==> config.mk <==
export PLATFORM = sky130hd
export DESIGN_NAME = bol_cell
export DESIGN_NICKNAME = d
export VERILOG_FILES = /design/src/sv/bol_pkg.sv /design/src/sv/bol_cell.sv
export SDC_FILE = /design/constraint.sdc
export NUM_CORES = 1
export LEC_CHECK = 0
export BUFFER_PORTS_ARGS = -buffer_cell sky130_fd_sc_hd__buf_2
export CAP_MARGIN = 20
export CORE_MARGIN = 2
export CORE_UTILIZATION = 49
export CTS_BUF_LIST = sky130_fd_sc_hd__clkbuf_2 sky130_fd_sc_hd__clkbuf_4 sky130_fd_sc_hd__clkbuf_8
export DETAILED_ROUTE_END_ITERATION = 16
export GPL_TIMING_DRIVEN = 1
export PLACE_DENSITY = 0.9
export RECOVER_POWER = 100
export REMOVE_ABC_BUFFERS = 1
export SYNTH_ARGS = -nofsm -noshare
export SYNTH_HDL_FRONTEND = slang
export SYNTH_SLANG_ARGS = --single-unit
==> constraint.sdc <==
create_clock -name clk_i -period 2.5 [get_ports clk_i]
set_clock_uncertainty 0.2 [all_clocks]
set_input_delay 0.5 -clock clk_i [delete_from_list [all_inputs] [get_ports clk_i]]
set_output_delay 0.5 -clock clk_i [all_outputs]
set_load 0.01 [all_outputs]
==> src/sv/bol_pkg.sv <==
package bol_pkg;

  localparam int CAPACITY   = 128;
  localparam int DATA_WIDTH = 32;

  // fixed field widths of the ports
  localparam int KIND_W  = 3;
  localparam int VALUE_W = 32;
  localparam int INDEX_W = 8;
  localparam int POS_W   = 7;
  localparam int LENGTH_W = 8;

  localparam int IDX_W = $clog2(CAPACITY);
  localparam int LEN_W = $clog2(CAPACITY + 1);

  // match flags are scanned one group of cells per cycle
  localparam int GROUP   = 8;
  localparam int SUB_W   = $clog2(GROUP);
  localparam int NGRP    = (CAPACITY + GROUP - 1) / GROUP;
  localparam int GRP_W   = (NGRP > 1) ? $clog2(NGRP) : 1;

  typedef logic [DATA_WIDTH-1:0] data_t;

  typedef enum logic [KIND_W-1:0] {
    KIND_APPEND = 3'd0,
    KIND_FIND   = 3'd1,
    KIND_DELETE = 3'd2,
    KIND_CLEAR  = 3'd3,
    KIND_INSERT = 3'd4
  } kind_e;

  // command broadcast to every cell
  typedef struct packed {
    logic             wr;
    logic             ins;
    logic             del;
    logic             cmp;
    logic [IDX_W-1:0] pos;
    logic [LEN_W-1:0] len;
    data_t            data;
  } cell_cmd_t;

  function automatic data_t to_data(logic signed [VALUE_W-1:0] v);
    data_t r;
    r = data_t'(v);
    return r;
  endfunction

endpackage

==> src/sv/bol_cell.sv <==
module bol_cell (
  input  logic                     clk_i,
  input  logic                     rst_ni,
  input  logic [bol_pkg::IDX_W-1:0] idx_i,
  input  bol_pkg::cell_cmd_t       cmd_i,
  input  bol_pkg::data_t           left_i,
  input  bol_pkg::data_t           right_i,
  output bol_pkg::data_t           data_o,
  output logic                     match_o
);
  import bol_pkg::*;

  data_t data_q, data_d;
  logic  match_q, match_d;

  always_comb begin
    data_d = data_q;
    if (cmd_i.del && (idx_i >= cmd_i.pos)) begin
      data_d = right_i;
    end else if (cmd_i.ins && (idx_i > cmd_i.pos)) begin
      data_d = left_i;
    end else if (cmd_i.wr && (idx_i == cmd_i.pos)) begin
      data_d = cmd_i.data;
    end
  end

  // only cells inside the valid length may flag a match
  always_comb begin
    match_d = match_q;
    if (cmd_i.cmp) begin
      match_d = (data_q == cmd_i.data) && (LEN_W'(idx_i) < cmd_i.len);
    end
  end

  always_ff @(posedge clk_i) begin
    data_q <= data_d;
  end

  always_ff @(posedge clk_i or negedge rst_ni) begin
    if (!rst_ni) begin
      match_q <= 1'b0;
    end else begin
      match_q <= match_d;
    end
  end

  assign data_o  = data_q;
  assign match_o = match_q;

endmodule

==> results of run 1 <==
[kinds of logic (layout without fill, tap and decap cells)]
kind of cell    after synthesis  count (layout)  share of synthesized area (%)
compound gates               81              81                           24.0
buf+inv                      69             229                           11.2
simple gates                 58              58                           10.2
flops                        33              33                           37.6
xor+xnor                     32              32                           10.7
fa+ha+maj                    13              13                           6.21
[registers in the layout, summed over array words and instances (netlist names)]
| register | cells |
|---|---|
| data_o | 32 |
| match_o | 1 |
[layout by cell type (no fill, tap or decap), drive strengths merged, types with 2 or more instances in the layout]
| cell type | netlist | final |
|---|---|---|
| buf | 8 | 134 |
| inv | 48 | 48 |
| clkbuf | 13 | 44 |
| nor2 | 36 | 36 |
| edfxtp | 32 | 32 |
| o22ai | 31 | 31 |
| a222oi | 31 | 31 |
| xor2 | 21 | 21 |
| ha | 13 | 13 |
| xnor2 | 11 | 11 |
| a21oi | 6 | 6 |
| nor4 | 5 | 5 |
| o21ai | 5 | 5 |
| nand4 | 4 | 4 |
| nand2 | 3 | 3 |
| or2 | 2 | 2 |
| nand3 | 2 | 2 |
| nand2b | 2 | 2 |
| nor3 | 2 | 2 |
| o31ai | 2 | 2 |
[cell type report]
cell class	count	area share, %
multi-input combinational	184	37.3
sequential	33	27.3
timing repair buffer	173	24.6
inverter	48	4.99
tap	70	2.43
clock buffer	6	2.29
clock inverter	2	1.04
[stage by stage]
stage               instances  hold slack [ns]  setup TNS (ns)  utilization, %
CTS                       516            0.304               0            71.7
global route              516            0.315               0            70.2
global placement          507           0.0762           -1.28            69.2
floorplan                 265          0.00441          -75.86               -
detailed placement        507           0.0786           -2.58            69.2
finish                    516            0.310               0            70.2
[tightest hold or removal path: stages (launching register included)]
cell      delay, ns
dfrtp_1        0.35
nand2b_1       0.06
o31ai_1        0.07
[per-layer routing]
metal	up-vias	share of wire, %
li1	1395	-
met1	1368	38
met2	192	52
met3	12	9.1
met4	0	1.1
met5	-	0
[what timing repair did]
action                     4_1_cts  5_1_grt
hold buffers                     1        0
hold endpoints to repair         1        0
setup endpoints to repair        0        0
[power breakdown]
group,total [mW],switching (mW),internal [mW]
registers,0.792,0.0626,0.730
clock network,0.533,0.209,0.324
logic,0.641,0.347,0.295
[path summary, 6_finish.rpt]
kind / end / slack [ns] / cells past startpoint
worst min-delay path: match_o / 0.31 / 2
min in group asynchronous: match_o / 0.33 / 2
worst max-delay path: data_o[12] / 0.1 / 9
max in group asynchronous: match_o / 1.69 / 2
worst min register to register: match_o / 0.31 / 2
worst max register to register: match_o / 0.77 / 5
==> out/metrics.csv, run 1 <==
stage,metric,value,unit
critical_path,worstPathCellList,clkbuf_1 -> ha_1 -> clkbuf_4 -> nand3_1 -> o21ai_0 -> and2_0 -> clkbuf_4 -> o21ai_2 -> clkbuf_2,
finish,multi_input_area,1350,um2
finish,drive_above_1_share,33.9,%
job,maxCapViolCount,0,
grt,gr-usage-met1,31.3,%
die,ios,157,
placed_design,gp_congestion,0.820,
yosys,synth_edf_count,32,
finish,stdcell_area,3610,um2
clock_tree,cts.clk_slew.worst_paths,0.07,ns
grt,grt_pass1_wl,12900,um
critical_path,worstSetupPathType,in -> reg,
critical_path,cp.arrival,2.13,ns
clock_tree,cts_resized,0,
timing,drv_slew,0,
detailed_routing,antenna_left,0,
yosys,synth-seq-cells,33,
run_status,status,finished clean,
clock_tree,post_cts_buffers,0,
power,peakVddDrop,0.374,mV
timing,timing.final.crit_share,96.1,%
yosys,yosysWarnings,0,
grt,grt_usage,26.8,%
clock_tree,clk_path_buf_depth,2,
detailed_routing,drt-vias-per-instance,5.75,
yosys,async_flop_share,3.03,%
finish,fin_nets,582,
finish,fillers,426,
detailed_routing,initialDrtViolationCount,246,
finish,diodes,0,
detailed_routing,vias,2967,
critical_path,crit_top_cell,clkbuf_4,
yosys,synth_ff_type,edfxtp_1,
yosys,yosysSeqAreaShare,37.6,%
yosys,synth_area,2620,um2
critical_path,required,2.23,ns
clock_tree,cts.htree.levels,2,
die,initial_core_util,50.9,%
timing,fin_crit,2.40,ns
timing,setup_viol,0,
critical_path,crit_start,idx_i[1],
die,die-width,77.1,um
clock_tree,cts_tree,yes,
timing,slew_headroom,66.8,%
detailed_routing,route.detailed.drc,0,
yosys,synth_cell_types,33,
placed_design,place_area,3560,um2
critical_path,timing.rr.start,data_o[10],
yosys,yosysMostFrequentCell,inv_1,
critical_path,crit_path_max_incr_delay,0.45,ns
placed_design,dp_hpwl,6210,um
detailed_routing,dr.pass1.iters,5,
detailed_routing,wire_per_inst,15.9,um
yosys,synth_common_cells,"inv_1 (48), nor2_1 (36), edfxtp_1 (32)",
timing,max_freq,416,MHz
power,leakage,1.70,nW
yosys,syn_avg_cell_area,9.16,um2
finish,area_delta_synth_final,37.7,%
clock_tree,cts_root_buf,clkbuf_8,
clock_tree,clkLatencyLatePin,0.28,ns
yosys,synthTopCellsByArea,"edfxtp_1 (37%), a222oi_1 (12%), o22ai_1 (7.4%)",
placed_design,place.port_buffers,156,
grt,grt_max_degree,33,
clock_tree,cts_num_sinks,33,
critical_path,critPathTopFamily,buffers and inverters,
timing,setup_ws,0.0963,ns
critical_path,startpoint_type,primary input,
placed_design,place_ws,-0.169,ns
die,core-area,5140,um2
power,p_per_area,545,nW/um2
grt,grt_pass1_vias,2855,
min_path,worst_hold_path_type,reg -> reg,
clock_tree,cts_buffers,5,
detailed_routing,totalWireLength,8230,um
critical_path,end_kind,register,
yosys,synth_top_area_share,36.7,%
critical_path,critPathSlowestCell,clkbuf_2,
finish,register_area,986,um2
grt,busiest_layer,met2,
timing,rsz0062_at_grt,no,
timing,tightest_slew,0.498,ns
die,die_h,77.1,um
min_path,hold_start,match_o,
die,die_area,5950,um2
power,power,1.97,mW
yosys,syn_inst,286,
critical_path,crit_buf_inv,4,
timing,timing_hold_violations_final,0,
grt,overflow,0,
grt,met2_usage,49.4,%
grt,antenna_found_initial,0,
grt,grt_util_met3,5.29,%
critical_path,cp_max_fo,19,
yosys,synth_area_leader_cell,edfxtp_1,
die,row_count,26,
Note: power is estimated with default switching activity, not from simulation.
==> run 2: changes to the inputs <==
- BUFFER_PORTS_ARGS: -buffer_cell sky130_fd_sc_hd__buf_2 -> not set
- CORE_UTILIZATION: 49 -> 59
- DONT_BUFFER_PORTS: not set -> 1
- PLACE_DENSITY: 0.9 -> 0.76
==> out/metrics.csv, run 2 (synthesis gave the netlist of run 1 again) <==
stage,metric,value,unit
critical_path,critPathSlowestCell,a222oi_1,
grt,grt_pass1_vias,2217,
die,die-width,70.6,um
critical_path,worstPathCellList,inv_1 -> ha_1 -> nand4_1 -> o21ai_0 -> and2_0 -> or2_1 -> buf_12 -> a222oi_1,
detailed_routing,vias,2280,
finish,largest_reg_flops,32,
grt,overflow,0,
critical_path,crit_buf_inv,2,
clock_tree,cts_num_sinks,33,
placed_design,dp_hpwl,5180,um
timing,drv_slew,0,
die,core-area,4320,um2
finish,layout_commonest_cell,inv_1,
critical_path,cp_max_fo,23,
finish,fin_nets,421,
die,die_h,70.6,um
timing,rsz0062_at_grt,no,
critical_path,critPathTopFamily,simple AND/OR/NAND/NOR gates,
die,row_count,24,
finish,diodes,0,
clock_tree,clkLatencyLatePin,0.27,ns
critical_path,worstSetupPathType,in -> reg,
detailed_routing,drt-vias-per-instance,6.77,
power,leakage,1.15,nW
timing,max_freq,430,MHz
critical_path,startpoint_type,primary input,
clock_tree,post_cts_buffers,0,
timing,tightest_slew,0.404,ns
clock_tree,cts_root_buf,clkbuf_8,
timing,fin_crit,2.33,ns
timing,finalHoldWorstSlack,0.201,ns
critical_path,cp.arrival,2.19,ns
detailed_routing,totalWireLength,6920,um
critical_path,required,2.36,ns
power,p_per_area,597,nW/um2
finish,final_cell_mix,"inv_1 (47), nor2_1 (35), edfxtp_1 (32)",
grt,grt_max_degree,40,
power,peakVddDrop,0.450,mV
grt,antenna_found_initial,0,
timing,setup_viol,0,
min_path,worst_hold_path_type,in -> reg,
placed_design,place.port_buffers,0,
critical_path,crit_path_max_incr_delay,0.37,ns
timing,slew_headroom,72.8,%
die,initial_core_util,60.6,%
detailed_routing,route.detailed.drc,0,
critical_path,end_kind,register,
detailed_routing,dr.pass1.iters,6,
clock_tree,cts.htree.levels,2,
grt,grt_usage,26.0,%
finish,area_delta_synth_final,7.02,%
placed_design,place_ws,-0.0613,ns
clock_tree,clk_path_buf_depth,2,
detailed_routing,initialDrtViolationCount,207,
detailed_routing,wire_per_inst,20.5,um
clock_tree,cts_buffers,5,
grt,grt_pass1_wl,10300,um
timing,timing_hold_violations_final,0,
placed_design,gp_congestion,0.811,
job,maxCapViolCount,0,
die,die_area,4990,um2
finish,drive_above_1_share,7.72,%
clock_tree,cts.clk_slew.worst_paths,0.07,ns
timing,setup_ws,0.174,ns
run_status,status,finished clean,
die,ios,157,
clock_tree,cts_tree,yes,
timing,timing.final.crit_share,93.0,%
detailed_routing,antenna_left,0,
run 2: cell types whose count changed in the layout (fill, tap and decap cells not counted), moves of 2 or more:
cell,change
buf_4,-5
clkbuf_1,-33
buf_12,+2
buf_2,-122
run 2: per-stage QoR:
step | util, % | power (mW) | setup TNS (ns) | area [um2] | std cells
floorplan | - | 1.14 | -75.86 | 2500 | 265
global placement | 62.8 | 1.26 | 0 | 2720 | 328
detailed placement | 62.8 | 1.28 | -0.345 | 2720 | 328
finish | 64.8 | 1.67 | 0 | 2800 | 337
CTS | 65.1 | 1.68 | 0 | 2820 | 337
global route | 64.8 | 1.75 | 0 | 2800 | 337
run 2: cell type report:
type | instances | area, um2
flip-flops and latches | 33 | 986
inverters | 48 | 180
multi-input cells | 184 | 1350
repair buffers | 12 | 136
clock inverters | 1 | 5.00
well taps | 52 | 65.1
clock buffers | 7 | 83.8
fillers | 387 | 1520
run 2: worst paths after layout:
| path | start | slack (ns) | cells after the start | to |
|---|---|---|---|---|
| min in group asynchronous | rst_ni | 0.23 | 1 | match_o |
| setup reg to reg | data_o[16] | 0.69 | 4 | match_o |
| setup / recovery | cmd_i[44] | 0.17 | 8 | data_o[4] |
| hold reg to reg | match_o | 0.39 | 2 | match_o |
| hold / removal | cmd_i[47] | 0.20 | 2 | match_o |
| max in group asynchronous | rst_ni | 1.77 | 1 | match_o |
run 2: metal layers:
metal | GRT usage (%) | wire length [um]
met5 | 0 | 0
met4 | 7.13 | 89
met3 | 5.56 | 631
met2 | 48.2 | 3670
met1 | 30.5 | 2530
run 2: report_power, final:
group          internal, mW  switching [mW]
combinational         0.197           0.217
clock                 0.217           0.186
sequential            0.732           0.124
total                  1.15           0.527
run 2: repair_timing:
action	4_1_cts	5_1_grt
gates resized for setup	0	0
setup endpoints to repair	0	0
endpoints found under the hold margin	1	0
hold buffers	1	0
==> run 3: changes to the inputs <==
- clock period: 2.5 -> 2.74 ns (I/O delays scaled with it)
==> out/metrics.csv, run 3 (synthesis gave the netlist of run 1 again) <==
stage,metric,value,unit
run_status,status,finished clean,
placed_design,gp_congestion,0.802,
timing,setup_viol,0,
grt,grt_max_degree,42,
timing,finalHoldWorstSlack,0.253,ns
timing,max_freq,403,MHz
critical_path,worstSetupPathType,in -> reg,
detailed_routing,initialDrtViolationCount,231,
detailed_routing,vias,2273,
job,maxCapViolCount,0,
die,initial_core_util,60.6,%
critical_path,crit_path_max_incr_delay,0.39,ns
min_path,worst_hold_path_type,in -> reg,
finish,fin_nets,418,
detailed_routing,wl_met2,3470,um
finish,stdcell_area,2750,um2
finish,final_cell_mix,"inv_1 (47), nor2_1 (35), edfxtp_1 (32)",
timing,tightest_slew,0.726,ns
finish,area_delta_synth_final,4.97,%
timing,drv_slew,0,
grt,grt_pass1_wl,10000,um
critical_path,r2r_end,match_o,
min_path,hold_start,cmd_i[47],
power,power,1.50,mW
die,die-width,70.6,um
detailed_routing,totalWireLength,6720,um
timing,rsz0062_at_grt,no,
die,row_count,24,
detailed_routing,dr.pass1.iters,6,
finish,diodes,0,
finish,multi_input_area,1350,um2
die,die_area,4990,um2
min_path,min_path_cells,2,
finish,layout_commonest_cell,inv_1,
finish,post-route-util,63.6,%
detailed_routing,drt-vias-per-instance,6.81,
die,ios,157,
critical_path,end_kind,register,
finish,fillers,389,
timing,finalSetupTns,0,ns
detailed_routing,top_layer_used,met4,
clock_tree,cts_root_buf,clkbuf_8,
detailed_routing,antenna_left,0,
placed_design,place_area,2670,um2
power,peakVddDrop,0.414,mV
critical_path,required,2.54,ns
clock_tree,cts.clk_slew.worst_paths,0.07,ns
finish,drive_above_1_share,7.09,%
finish,register_area,986,um2
detailed_routing,route.detailed.drc,0,
critical_path,startpoint_type,primary input,
detailed_routing,drt-met1-wl,2490,um
critical_path,rrSetupSlack,0.95,ns
critical_path,timing.rr.start,data_o[1],
critical_path,worst-r2r-cell-count,4,
clock_tree,cts.htree.levels,2,
critical_path,critPathSlowestCell,a2111o_1,
clock_tree,clkLatencyLatePin,0.27,ns
detailed_routing,dr_wl_met3,628,um
detailed_routing,wire_per_inst,20.1,um
finish,largest_reg_flops,32,
power,leakage,1.13,nW
clock_tree,cts_resized,0,
critical_path,worstPathCellList,inv_1 -> ha_1 -> nor2b_1 -> a2111o_1 -> a21oi_1 -> or2_1 -> clkbuf_4 -> a222oi_1,
die,die_h,70.6,um
critical_path,cp_max_fo,32,
timing,timing.final.crit_share,90.5,%
placed_design,place.port_buffers,0,
critical_path,cp.arrival,2.28,ns
grt,overflow,0,
timing,fin_crit,2.48,ns
grt,antenna_found_initial,0,
min_path,min_to,match_o,
clock_tree,cts_buffers,5,
placed_design,dp_hpwl,4930,um
grt,grt_usage,25.4,%
clock_tree,cts_num_sinks,33,
clock_tree,cts_tree,yes,
clock_tree,clk_path_buf_depth,2,
power,p_per_area,544,nW/um2
timing,timing_hold_violations_final,0,
timing,slew_headroom,51.6,%
grt,grt_pass1_vias,2210,
die,core-area,4320,um2
==> run 3: cell types whose count changed in the layout (fill, tap and decap cells not counted) <==
cell      delta
buf_12       -3
buf_4        -1
clkbuf_4     +1
nand4_1      -1
nand4_2      +1
==> run 3: stage by stage <==
step	worst slack [ns]	instances
6_report	0.262	334
5_1_grt	0.172	334
4_1_cts	0.418	334
3_5_place_dp	0.137	325
3_3_place_gp	0.234	325
2_1_floorplan	-1.62	265
==> run 3: what timing repair did <==
action	CTS	global route
hold buffers	1	0
hold endpoints to repair	1	0
buffers inserted	0	0
==> run 3: how the worst max path moves through the flow <==
stage	end	from	depth (start not counted)
after CTS	data_o[4]	cmd_i[46]	8
final	data_o[9]	cmd_i[41]	8
after global routing	data_o[11]	cmd_i[46]	8
after detailed placement	data_o[4]	cmd_i[46]	8
after global placement	data_o[7]	cmd_i[46]	8
after floorplan	data_o[0]	cmd_i[48]	3
==> run 3: layout make-up <==
class,instances,area share (%)
inverters,48,6.55
clock buffers,7,3.05
clock inverters,1,0.182
repair buffers,9,2.78
flip-flops and latches,33,35.9
well taps,52,2.37
multi-input cells,184,49.2
==> run 3: routing by layer <==
| metal | track usage, % | up-vias |
|---|---|---|
| met2 | 44.2 | 145 |
| met1 | 30.3 | 1048 |
| li1 | - | 1068 |
| met4 | 9.64 | 0 |
| met5 | 0 | - |
| met3 | 6.70 | 12 |
==> run 3: critical path, delay by kind of cell <==
| family | cells | cell delay, ns |
|---|---|---|
| buffers and inverters | 2 | 0.38 |
| and+or+nand+nor | 2 | 0.28 |
| AOI/OAI and AO/OA | 3 | 0.74 |
| adders and majority gates | 1 | 0.30 |
==> run 3: power by group <==
| part | switching (mW) | leakage, nW | internal [mW] |
|---|---|---|---|
| registers | 0.112 | 0.322 | 0.669 |
| logic | 0.192 | 0.755 | 0.161 |
| clock network | 0.165 | 0.0491 | 0.198 |
| total | 0.469 | 1.13 | 1.03 |
